==> src/rtl/bthalloc_pkg.sv <==
// ----------------------------------------------------------------------------
// bthalloc_pkg: shared types and constants
// Table geometry, entry layout and result codes for the block table allocator.
// ----------------------------------------------------------------------------
`timescale 1ns / 1ps

package bthalloc_pkg;

  localparam int TABLE_BLOCKS = 1024;
  localparam int BLOCK_BYTES  = 4096;

  localparam int ADDR_W      = 32;
  localparam int IDX_W       = $clog2(TABLE_BLOCKS);
  localparam int CNT_W       = IDX_W + 1;
  localparam int BCOUNT_W    = 11;
  localparam int BLOCK_SHIFT = $clog2(BLOCK_BYTES);
  localparam int NEED_W      = ADDR_W + 1 - BLOCK_SHIFT;
  localparam int OFF_IDX_W   = ADDR_W - BLOCK_SHIFT;
  localparam int CFG_IDX_W   = 1;

  // configuration register indexes
  localparam logic [CFG_IDX_W-1:0] CFG_HEAP_BASE   = 1'd0;
  localparam logic [CFG_IDX_W-1:0] CFG_BLOCK_COUNT = 1'd1;

  // request actions
  localparam logic ACT_ALLOC = 1'b0;
  localparam logic ACT_FREE  = 1'b1;

  typedef enum logic [1:0] {
    ST_OK      = 2'd0,
    ST_NOSPACE = 2'd1,
    ST_BAD     = 2'd2
  } status_e;

  // one table entry
  typedef struct packed {
    logic has_next;
    logic first;
    logic taken;
  } entry_t;

endpackage

==> src/rtl/bthalloc_table.sv <==
// ----------------------------------------------------------------------------
// bthalloc_table: block table memory
// One write port and one read port, read data registered.
// ----------------------------------------------------------------------------
`timescale 1ns / 1ps

module bthalloc_table (
  input  logic                            clk_i,
  input  logic                            wr_en_i,
  input  logic [bthalloc_pkg::IDX_W-1:0]  wr_addr_i,
  input  bthalloc_pkg::entry_t            wr_data_i,
  input  logic                            rd_en_i,
  input  logic [bthalloc_pkg::IDX_W-1:0]  rd_addr_i,
  output bthalloc_pkg::entry_t            rd_data_o
);
  import bthalloc_pkg::*;

  entry_t mem_q [TABLE_BLOCKS];
  entry_t rd_data_q;

  always_ff @(posedge clk_i) begin
    if (wr_en_i) begin
      mem_q[wr_addr_i] <= wr_data_i;
    end
  end

  always_ff @(posedge clk_i) begin
    if (rd_en_i) begin
      rd_data_q <= mem_q[rd_addr_i];
    end
  end

  assign rd_data_o = rd_data_q;

endmodule

==> src/rtl/block_table_heap_allocator_unit.sv <==
// ----------------------------------------------------------------------------
// block_table_heap_allocator_unit: fixed-block first-fit heap allocator
// Allocate finds the lowest run of free blocks and chains it; free walks the
// chain from the given block and clears it.
// ----------------------------------------------------------------------------
//  channel | dir | handshake              | beat
//  in      | in  | in_valid_i/in_ready_o  | action, request_bytes, block_address
//  out     | out | out_valid_o/out_ready_i| granted_address, status
//  cfg     | in  | cfg_valid_i/cfg_ready_o| cfg_index (0 heap_base, 1 block_count)
//
// After reset the table is swept clear, one entry a cycle, with no input beat
// taken (cfg writes are taken throughout). Rejected requests go from accept
// straight to the response. Allocate: accept, a scan of the table (one table
// read a cycle, bounded by n, the effective block count), a mark step per
// chained block, then the response. Free: accept, a walk that reads and clears
// each chain entry, then the response. One request is in flight at a time; a
// finished result waits in a holding stage while the output register is full.
// ----------------------------------------------------------------------------
`timescale 1ns / 1ps

module block_table_heap_allocator_unit (
  input  logic                                 clk_i,
  input  logic                                 rst_ni,
  input  logic                                 in_valid_i,
  output logic                                 in_ready_o,
  input  logic                                 action_i,
  input  logic [31:0]                          request_bytes_i,
  input  logic [31:0]                          block_address_i,
  output logic                                 out_valid_o,
  input  logic                                 out_ready_i,
  output logic [31:0]                          granted_address_o,
  output logic [1:0]                           status_o,
  input  logic                                 cfg_valid_i,
  output logic                                 cfg_ready_o,
  input  logic [bthalloc_pkg::CFG_IDX_W-1:0]   cfg_index_i,
  input  logic [31:0]                          cfg_data_i
);
  import bthalloc_pkg::*;

  typedef enum logic [2:0] {
    S_CLEAR,
    S_IDLE,
    S_SCAN,
    S_MARK,
    S_WALK,
    S_RESP
  } state_e;

  state_e               state_q, state_d;
  logic [ADDR_W-1:0]    heap_base_q;
  logic [BCOUNT_W-1:0]  blk_cnt_q;
  logic [CNT_W-1:0]     n_q, n_d;
  logic [CNT_W-1:0]     rd_idx_q, rd_idx_d;
  logic                 chk_vld_q, chk_vld_d;
  logic [IDX_W-1:0]     chk_idx_q, chk_idx_d;
  logic [CNT_W-1:0]     run_q, run_d;
  logic [IDX_W-1:0]     start_q, start_d;
  logic [CNT_W-1:0]     need_q, need_d;
  logic [IDX_W-1:0]     mk_idx_q, mk_idx_d;
  logic [CNT_W-1:0]     mk_left_q, mk_left_d;
  logic [IDX_W-1:0]     clr_idx_q, clr_idx_d;
  logic [ADDR_W-1:0]    res_addr_q, res_addr_d;
  status_e              res_status_q, res_status_d;
  logic                 out_valid_q, out_valid_d;
  logic [ADDR_W-1:0]    out_addr_q, out_addr_d;
  status_e              out_status_q, out_status_d;

  logic [CNT_W-1:0]     n_eff;
  logic [NEED_W-1:0]    need_full;
  logic [ADDR_W-1:0]    offset;
  logic [OFF_IDX_W-1:0] free_idx;
  logic                 in_fire;
  logic                 issue;
  logic                 is_free;
  logic                 at_last;
  logic [CNT_W-1:0]     run_new;
  logic [IDX_W-1:0]     start_now;

  logic                 wr_en;
  logic [IDX_W-1:0]     wr_addr;
  entry_t               wr_data;
  entry_t               rd_data;

  bthalloc_table u_table (
    .clk_i     (clk_i),
    .wr_en_i   (wr_en),
    .wr_addr_i (wr_addr),
    .wr_data_i (wr_data),
    .rd_en_i   (issue),
    .rd_addr_i (rd_idx_q[IDX_W-1:0]),
    .rd_data_o (rd_data)
  );

  // configuration registers
  assign cfg_ready_o = 1'b1;

  always_ff @(posedge clk_i or negedge rst_ni) begin
    if (!rst_ni) begin
      heap_base_q <= '0;
      blk_cnt_q   <= BCOUNT_W'(TABLE_BLOCKS);
    end else if (cfg_valid_i) begin
      unique case (cfg_index_i)
        CFG_HEAP_BASE:   heap_base_q <= cfg_data_i;
        CFG_BLOCK_COUNT: blk_cnt_q   <= cfg_data_i[BCOUNT_W-1:0];
        default: ;
      endcase
    end
  end

  assign n_eff = (32'(blk_cnt_q) > 32'(TABLE_BLOCKS)) ? CNT_W'(TABLE_BLOCKS)
                                                      : CNT_W'(blk_cnt_q);
  assign need_full = NEED_W'(({1'b0, request_bytes_i} + 33'(BLOCK_BYTES - 1))
                             >> BLOCK_SHIFT);
  assign offset    = block_address_i - heap_base_q;
  assign free_idx  = offset[ADDR_W-1:BLOCK_SHIFT];

  assign in_ready_o = (state_q == S_IDLE);
  assign in_fire    = in_valid_i && in_ready_o;

  // scan / walk datapath
  assign issue     = ((state_q == S_SCAN) || (state_q == S_WALK)) && (rd_idx_q < n_q);
  assign is_free   = !rd_data.taken;
  assign run_new   = is_free ? run_q + CNT_W'(1) : '0;
  assign start_now = (run_q == '0) ? chk_idx_q : start_q;
  assign at_last   = ({1'b0, chk_idx_q} == n_q - CNT_W'(1));

  always_comb begin
    state_d      = state_q;
    n_d          = n_q;
    rd_idx_d     = rd_idx_q;
    chk_vld_d    = 1'b0;
    chk_idx_d    = chk_idx_q;
    run_d        = run_q;
    start_d      = start_q;
    need_d       = need_q;
    mk_idx_d     = mk_idx_q;
    mk_left_d    = mk_left_q;
    clr_idx_d    = clr_idx_q;
    res_addr_d   = res_addr_q;
    res_status_d = res_status_q;
    out_valid_d  = out_valid_q && !out_ready_i;
    out_addr_d   = out_addr_q;
    out_status_d = out_status_q;
    wr_en        = 1'b0;
    wr_addr      = chk_idx_q;
    wr_data      = '0;

    if (issue) begin
      rd_idx_d  = rd_idx_q + CNT_W'(1);
      chk_vld_d = 1'b1;
      chk_idx_d = rd_idx_q[IDX_W-1:0];
    end

    unique case (state_q)
      S_CLEAR: begin
        wr_en     = 1'b1;
        wr_addr   = clr_idx_q;
        clr_idx_d = clr_idx_q + IDX_W'(1);
        if (clr_idx_q == IDX_W'(TABLE_BLOCKS - 1)) begin
          state_d = S_IDLE;
        end
      end
      S_IDLE: begin
        if (in_fire) begin
          n_d          = n_eff;
          rd_idx_d     = '0;
          run_d        = '0;
          res_addr_d   = '0;
          res_status_d = ST_BAD;
          if (action_i == ACT_ALLOC) begin
            need_d = need_full[CNT_W-1:0];
            if (request_bytes_i == '0 || n_eff == '0 ||
                need_full > NEED_W'(n_eff)) begin
              state_d = S_RESP;
            end else begin
              state_d = S_SCAN;
            end
          end else begin
            rd_idx_d = free_idx[CNT_W-1:0];
            if (free_idx >= OFF_IDX_W'(n_eff)) begin
              state_d = S_RESP;
            end else begin
              state_d = S_WALK;
            end
          end
        end
      end
      S_SCAN: begin
        if (chk_vld_q) begin
          run_d = run_new;
          if (is_free) begin
            start_d = start_now;
          end
          if (is_free && run_new == need_q) begin
            mk_idx_d  = start_now;
            mk_left_d = need_q;
            state_d   = S_MARK;
          end else if (at_last) begin
            res_status_d = ST_NOSPACE;
            state_d      = S_RESP;
          end
        end
      end
      S_MARK: begin
        wr_en            = 1'b1;
        wr_addr          = mk_idx_q;
        wr_data.taken    = 1'b1;
        wr_data.first    = (mk_idx_q == start_q);
        wr_data.has_next = (mk_left_q != CNT_W'(1));
        mk_idx_d         = mk_idx_q + IDX_W'(1);
        mk_left_d        = mk_left_q - CNT_W'(1);
        if (mk_left_q == CNT_W'(1)) begin
          res_addr_d   = heap_base_q + (ADDR_W'(start_q) << BLOCK_SHIFT);
          res_status_d = ST_OK;
          state_d      = S_RESP;
        end
      end
      S_WALK: begin
        // clear the entry just read; next read is already in flight
        if (chk_vld_q) begin
          wr_en   = 1'b1;
          wr_addr = chk_idx_q;
          if (!rd_data.has_next || at_last) begin
            res_status_d = ST_OK;
            state_d      = S_RESP;
          end
        end
      end
      S_RESP: begin
        if (!out_valid_q || out_ready_i) begin
          out_valid_d  = 1'b1;
          out_addr_d   = res_addr_q;
          out_status_d = res_status_q;
          state_d      = S_IDLE;
        end
      end
      default: state_d = S_IDLE;
    endcase
  end

  always_ff @(posedge clk_i or negedge rst_ni) begin
    if (!rst_ni) begin
      state_q     <= S_CLEAR;
      clr_idx_q   <= '0;
      chk_vld_q   <= 1'b0;
      out_valid_q <= 1'b0;
    end else begin
      state_q     <= state_d;
      clr_idx_q   <= clr_idx_d;
      chk_vld_q   <= chk_vld_d;
      out_valid_q <= out_valid_d;
    end
  end

  always_ff @(posedge clk_i) begin
    n_q          <= n_d;
    rd_idx_q     <= rd_idx_d;
    chk_idx_q    <= chk_idx_d;
    run_q        <= run_d;
    start_q      <= start_d;
    need_q       <= need_d;
    mk_idx_q     <= mk_idx_d;
    mk_left_q    <= mk_left_d;
    res_addr_q   <= res_addr_d;
    res_status_q <= res_status_d;
    out_addr_q   <= out_addr_d;
    out_status_q <= out_status_d;
  end

  assign out_valid_o       = out_valid_q;
  assign granted_address_o = out_addr_q;
  assign status_o          = out_status_q;

  // failures and frees never carry an address
  a_fail_addr_zero: assert property (@(posedge clk_i) disable iff (!rst_ni)
    out_valid_o && status_o != ST_OK |-> granted_address_o == '0)
    else $error("nonzero address on failed request");

  a_code_legal: assert property (@(posedge clk_i) disable iff (!rst_ni)
    out_valid_o |-> status_o == ST_OK || status_o == ST_NOSPACE || status_o == ST_BAD)
    else $error("illegal status code");

  a_one_in_flight: assert property (@(posedge clk_i) disable iff (!rst_ni)
    in_valid_i && in_ready_o |=> !in_ready_o)
    else $error("second request taken while busy");

  a_mark_in_heap: assert property (@(posedge clk_i) disable iff (!rst_ni)
    state_q == S_MARK |-> {1'b0, mk_idx_q} < n_q)
    else $error("chain write beyond heap");

endmodule

==> config.mk <==
export PLATFORM = sky130hd
export DESIGN_NAME = block_table_heap_allocator_unit
export DESIGN_NICKNAME = d
export VERILOG_FILES = /design/src/rtl/bthalloc_pkg.sv /design/src/rtl/bthalloc_table.sv /design/src/rtl/block_table_heap_allocator_unit.sv
export SDC_FILE = /design/constraint.sdc
export NUM_CORES = 2
export LEC_CHECK = 0
export ABC_AREA = 0
export CAP_MARGIN = 25
export CORE_ASPECT_RATIO = 1.4
export CORE_MARGIN = 3
export CORE_UTILIZATION = 45
export DETAILED_ROUTE_END_ITERATION = 8
export DONT_BUFFER_PORTS = 1
export PLACE_DENSITY = 0.56
export SYNTH_ARGS = -nofsm -noshare
export SYNTH_HDL_FRONTEND = slang
export SYNTH_SLANG_ARGS = --single-unit
==> constraint.sdc <==
create_clock -name clk_i -period 69.7 [get_ports clk_i]
set_input_delay 3.485 -clock clk_i [delete_from_list [all_inputs] [get_ports clk_i]]
set_output_delay 3.485 -clock clk_i [all_outputs]
set_load 0.005 [all_outputs]
# --- Yosys cells after proc, flatten, opt, wreduce, memory -nomap -nowiden ---
# Memories as Yosys holds them, arrays and structs flattened. A register that Yosys moved wholly into a read port is not among the register bits.
# Index checks and enable logic that the tools add are counted.
word_totals:
  reg_bits: 211
  ramBits: 3072
  inputBits: 103
  wordCells: 139
  mem_count: 1
classes:
  n_addsub: 9
  n_lt_le_gt_ge: 4
  eq_ne: 22
  mux: 49
  bitwise: 3
  reduce_logical: 33
mem_list:
  columns: ["memory", "words", "width", "read_ports", "rd_clocked_by_memory_dff", "write_ports", "line", "source"]
  rows:
  - ["u_table.mem_q", 1024, 3, 1, 1, 1, "bthalloc_table.sv:18", "entry_t mem_q [TABLE_BLOCKS];"]
op_table:
  columns: ["op", "count"]
  rows:
  - ["$mux W11", 10]
  - ["$mux W32", 2]
  - ["$pmux W32 S2", 1]
  - ["$pmux W11 S2", 2]
  - ["$pmux W10 S2", 2]
  - ["$mux W3", 12]
  - ["$add A32 B12 Y33 const B", 1]
  - ["$add A32 B22 Y32", 1]
  - ["$logic_not A32 Y1", 1]
  - ["$sub A32 B32 Y32", 1]
  - ["$mux W10", 3]
  - ["$add A11 B1 Y11 const B", 2]
  - ["$logic_not A11 Y1", 2]
  - ["$sub A11 B1 Y11 const B", 2]
  - ["$gt A21 B11 Y1", 1]
  - ["$add A10 B1 Y10 const B", 2]
  - ["$ge A20 B11 Y1", 1]
  - ["$pmux W3 S6", 1]
  - ["$reduce_and A8 Y1", 2]
  - ["$reduce_and A3 Y1", 5]
  - ["$mux W2", 7]
  - ["$ne A2 B2 Y1 const B", 7]
  - ["$eq A10 B11 Y1", 1]
  - ["$eq A11 B1 Y1 const B", 1]
  - ["other kinds (23)", 50]

# --- Depth between registers and ports, before layout ---
depth:
  word_depth: 9
  ltp_mapped: 18

# --- Cells and area by module ---
# A second synthesis with hierarchy kept.
hier_totals:
  cells_unflattened: 7763
  area_unflattened_um2: 136079.3
modules_own_cells:
  columns: ["module", "n_inst", "cells_each", "area_each_um2", "seq_area_each_um2"]
  rows:
  - ["bthalloc_table", 1, 6544, 123732.4, 92338.6]
  - ["block_table_heap_allocator_unit", 1, 1219, 12346.8, 5936.9]

# --- Worst setup path before layout ---
# Ideal clock, no wire load.
synth_path:
  path_kind: "flip-flop to flip-flop"
  startpoint: "register mk_left_q[2]"
  endpoint: "register res_addr_q[0], enable pin"
  setup_ns: 3.486
  arrival_ns: 44.453
  required_time_ns: 66.214
  path_slack_ns: 21.761
  path_stages_with_launch: 4
  n_path_buf: 0
  period_less_slack_ns: 47.939
  path_cell_list: "edfxtp_1 nor4_1 a41oi_1 nor2_1"
synth_via:
  elab_chain_cells: 3
synth_rtl:
  columns: ["element", "line", "source"]
  rows:
  - ["start, declared", "block_table_heap_allocator_unit.sv:60", "logic [CNT_W-1:0] mk_left_q, mk_left_d;"]
  - ["start signal, assigned", "block_table_heap_allocator_unit.sv:263", "mk_left_q <= mk_left_d;"]
  - ["$eq A11 B1 Y1", "block_table_heap_allocator_unit.sv:212", "if (mk_left_q == CNT_W'(1)) begin"]
  - ["$ne A2 B2 Y1 (no line)", null, null]
  - ["$reduce_and A3 Y1 (no line)", null, null]
  - ["end signal, assigned", "block_table_heap_allocator_unit.sv:264", "res_addr_q <= res_addr_d;"]
  - ["end, declared", "block_table_heap_allocator_unit.sv:62", "logic [ADDR_W-1:0] res_addr_q, res_addr_d;"]
# No other way between the ends.
# A chain may end at the register's enable or synchronous reset.

# --- Final worst setup path ---
layout_path:
  startpoint: "input port block_address_i[6]"
  endpoint: "register state_q[0]"
layout_via:
  elab_chain_cells: 6
layout_rtl:
  columns: ["element", "line", "source"]
  rows:
  - ["start, declared", "block_table_heap_allocator_unit.sv:28", "input logic [31:0] block_address_i,"]
  - ["$sub A32 B32 Y32", "block_table_heap_allocator_unit.sv:114", "assign offset = block_address_i - heap_base_q;"]
  - ["$ge A20 B11 Y1", "block_table_heap_allocator_unit.sv:180", "if (free_idx >= OFF_IDX_W'(n_eff)) begin"]
  - ["$mux W1", "block_table_heap_allocator_unit.sv:180", null]
  - ["$mux W3", "block_table_heap_allocator_unit.sv:170", "if (action_i == ACT_ALLOC) begin"]
  - ["$mux W3", "block_table_heap_allocator_unit.sv:164", "if (in_fire) begin"]
  - ["$pmux W3 S6", "block_table_heap_allocator_unit.sv:154", "unique case (state_q)"]
  - ["end signal, assigned", "block_table_heap_allocator_unit.sv:248", "state_q <= state_d;"]
  - ["end, declared", "block_table_heap_allocator_unit.sv:49", "state_e state_q, state_d;"]
# No other way between the ends. The select of a mux whose other input is x is not followed.

==> results.json <==
{
  "status": "finished clean",
  "die_h_um": 553,
  "tns_ns": 0,
  "first_pass_iters": 7,
  "rsz0062_at_grt": "false",
  "busiest_layer": "met2",
  "cts_buffers": 216,
  "clk_latency_ns": 0.87,
  "wl_per_cell_um": 32.7,
  "finalSetupViolCount": 0,
  "grt_pass1_wl_mm": 414,
  "die_w_um": 397,
  "grt_max_degree": 239,
  "grt_overflow_total": 0,
  "fin_crit_sh": 0.0977,
  "postCtsSetupBuffers": 0,
  "cp_max_fo": 6,
  "hold_buffers": 0,
  "ys_types": 90,
  "grt_use_met3": 0.0365,
  "finalHoldViolCount": 0,
  "fmax_ghz": 0.147,
  "nets": 6156,
  "crit_path_top_delay_cell": "a221o_1",
  "ctsResizeCount": 0,
  "design.core.area_um2": 212000,
  "boundaryPins": 140,
  "grt_pass1_vias": 56200,
  "cts-root-buf": "clkbuf_16",
  "synth_area_um2": 96200,
  "clk_path_buf_depth": 4,
  "skew_ns": 0.0429,
  "worst_pin_slew_ns": 1.23,
  "dp_hpwl_mm": 172,
  "portBuffers": 0,
  "use_met1": 0.330,
  "drc": 0,
  "worstPathArrival_ns": 7.54,
  "drive_gt1_frac": 0.170,
  "drt_iter0_drc": 6021,
  "path_clk_slew_ns": 0.07,
  "gp_routability_congestion": 0.879,
  "cts_tree": "yes",
  "utilization": 0.501,
  "syn_area_per_cell_um2": 16.0,
  "slew_viol_final": 0,
  "ant_nets": 0,
  "layout_commonest_cell": "edfxtp_1",
  "synthFlopType": "edfxtp_1",
  "start_kind": "input port",
  "power.density_nw_per_um2": 25.3,
  "p_leak_nw": 29.3,
  "critPathMaxStageDelay_ns": 0.40,
  "peakVddDrop_v": 0.0000188,
  "slew-limit-headroom": 0.177,
  "place_ws_ns": 62.05,
  "dieArea_um2": 220000,
  "required_ns": 70.43,
  "finalNonFillerCells": 8975,
  "layout_common_cells": "2192 x edfxtp_1, 1165 x nor2_1, 464 x mux4_2, 237 x nand2_1, 220 x clkbuf_16",
  "async_flop_share": 0.0257,
  "path_cells": "ha_1 -> and4_1 -> a32oi_1 -> o21ai_0 -> a221o_1 -> a31o_2 -> a221oi_1 -> xnor2_1 -> ha_1 -> and4_1 -> a221oi_1 -> o211ai_1 -> nor4b_1 -> o2111ai_1 -> nor4_1 -> buf_4 -> nor3_1",
  "synthCells": 6010,
  "track_usage": 0.264,
  "yosys_warnings": 0,
  "antenna_found_initial": 9,
  "num_vias": 55600,
  "ys_seq_area_frac": 0.701,
  "syn-num-nets": 6194,
  "initial_core_util": 0.453,
  "viasPerCell": 6.19,
  "timing.final.ws_setup_ns": 62.89,
  "syn_to_final_growth_pct": 10.5,
  "grt_use_met2": 0.453,
  "ys_ff_latch": 2261,
  "row_count": 200,
  "h-tree-depth": 4,
  "worstHoldPathType": "register to register",
  "synth_edf_count": 2192,
  "path_class": "input port to register",
  "fillers": 17600,
  "cts.sinks": 2261,
  "placedCellCount": 8578,
  "maxCapViolCount": 0,
  "period_minus_slack_ns": 6.81,
  "cp-end-kind": "register",
  "totalWireLength_mm": 294
}
-- final timing paths --
path | startpoint | endpoint | slack (ns) | cells past startpoint
setup reg to reg | rd_idx_q[1]$_DFF_P_ | u_table.rd_data_o[2]$_DFFE_PP_ | 63.66 | 12
hold / removal | res_addr_q[14]$_SDFFCE_PN0P_ | granted_address_o[14]$_DFFE_PP_ | 0.42 | 0
hold reg to reg | res_addr_q[14]$_SDFFCE_PN0P_ | granted_address_o[14]$_DFFE_PP_ | 0.42 | 0
setup / recovery | block_address_i[6] | state_q[0]$_DFFE_PN0P_ | 62.89 | 17
max in group asynchronous | rst_ni | blk_cnt_q[10]$_DFFE_PN1P_ | 67.14 | 0
min in group asynchronous | rst_ni | heap_base_q[30]$_DFFE_PN0P_ | 2.30 | 0
-- worst max-delay path: cells and delay by family --
family | cells | cell delay [ns]
compound gates | 8 | 1.97
fa+ha+maj | 2 | 0.63
simple gates | 5 | 1.04
xor+xnor | 1 | 0.20
buf+inv | 1 | 0.20
-- synthesized netlist by cell type, drive strengths merged (10+ instances only) --
cell type     n  area (µm²)
a2111oi      10        93.8
a211oi       30         225
a21o         17         128
a21oi       123         616
a221o        11         110
a221oi       58         508
a22o         10        87.6
a22oi        50         375
a31oi        21         131
and2         15        93.8
and3         27         169
buf         184        1270
clkbuf      240         901
dfrtp        57        1430
dfxtp        11         220
edfxtp     2192       65800
ha           80        1000
inv          83         312
mux2         35         394
mux2i       162        1620
mux4        475       10700
nand2       255         960
nand2b       22         138
nand3        88         440
nand4        27         175
nor2       1180        4440
nor2b        24         158
nor3         49         255
nor4         31         206
o211ai       10        75.1
o21a         11        82.6
o21ai       128         641
o221ai       20         175
o22ai        44         275
or3          18         113
xnor2        67         587
xor2         31         272
-- where the power goes --
group / internal, mW / leakage (nW) / switching, mW / total, mW
logic: 0.0222 / 9.78 / 0.0361 / 0.0583
registers: 1.47 / 16.2 / 0.00255 / 1.47
clock network: 0.654 / 3.34 / 0.509 / 1.16
-- registers in the layout, summed over array words and instances (netlist names), 3 cells and up --
register and cells:
mk_idx_q 10, n_q 11, need_q 11, res_addr_q 32, granted_address_o 32, rd_idx_q 11, start_q 10, clr_idx_q 10
heap_base_q 32, state_q 3, mk_left_q 11, blk_cnt_q 11, run_q 11, u_table.mem_q 2048, chk_idx_q 10
-- cells by family (layout without fill, tap and decap cells) --
kind of cell    count (synthesis)  in the layout  share of synthesized area
simple gates                 1772           1772                     0.0772
flops                        2261           2261                      0.701
buf+inv                       510            641                     0.0259
fa+ha+maj                      81             81                     0.0106
other cells                     1              7                  0.0000390
compound gates                614            614                     0.0432
xor+xnor                       99             99                    0.00915
mux                           672            672                      0.133
-- metal layers --
metal,wire length (µm),up-vias
li1,-,23200
met1,109000,29400
met2,149000,2367
met3,19700,609
met4,15900,0
met5,0,-
-- stage by stage --
| step | instance area (µm²) | hold slack [ns] | power [mW] |
|---|---|---|---|
| floorplan | 96200 | 0.400 | 1.54 |
| global placement | 99200 | 0.401 | 1.56 |
| detailed placement | 99500 | 0.405 | 1.56 |
| CTS | 106000 | 0.416 | 2.71 |
| global route | 106000 | 0.425 | 2.77 |
| finish | 106000 | 0.416 | 2.69 |
-- area by class of cell --
cell class                      count  area [µm²]  share of cell area
Inverter                           86         332             0.00312
Clock buffer                      272        5730              0.0539
Tap cell                         2828        3540              0.0333
Multi-Input combinational cell   3239       26500               0.249
Clock inverter                    115        1080              0.0102
Timing Repair Buffer              168        1660              0.0156
Antenna cell                        6        15.0            0.000141
Sequential cell                  2261       67500               0.635
No activity file was read; power rests on OpenSTA's default activity.
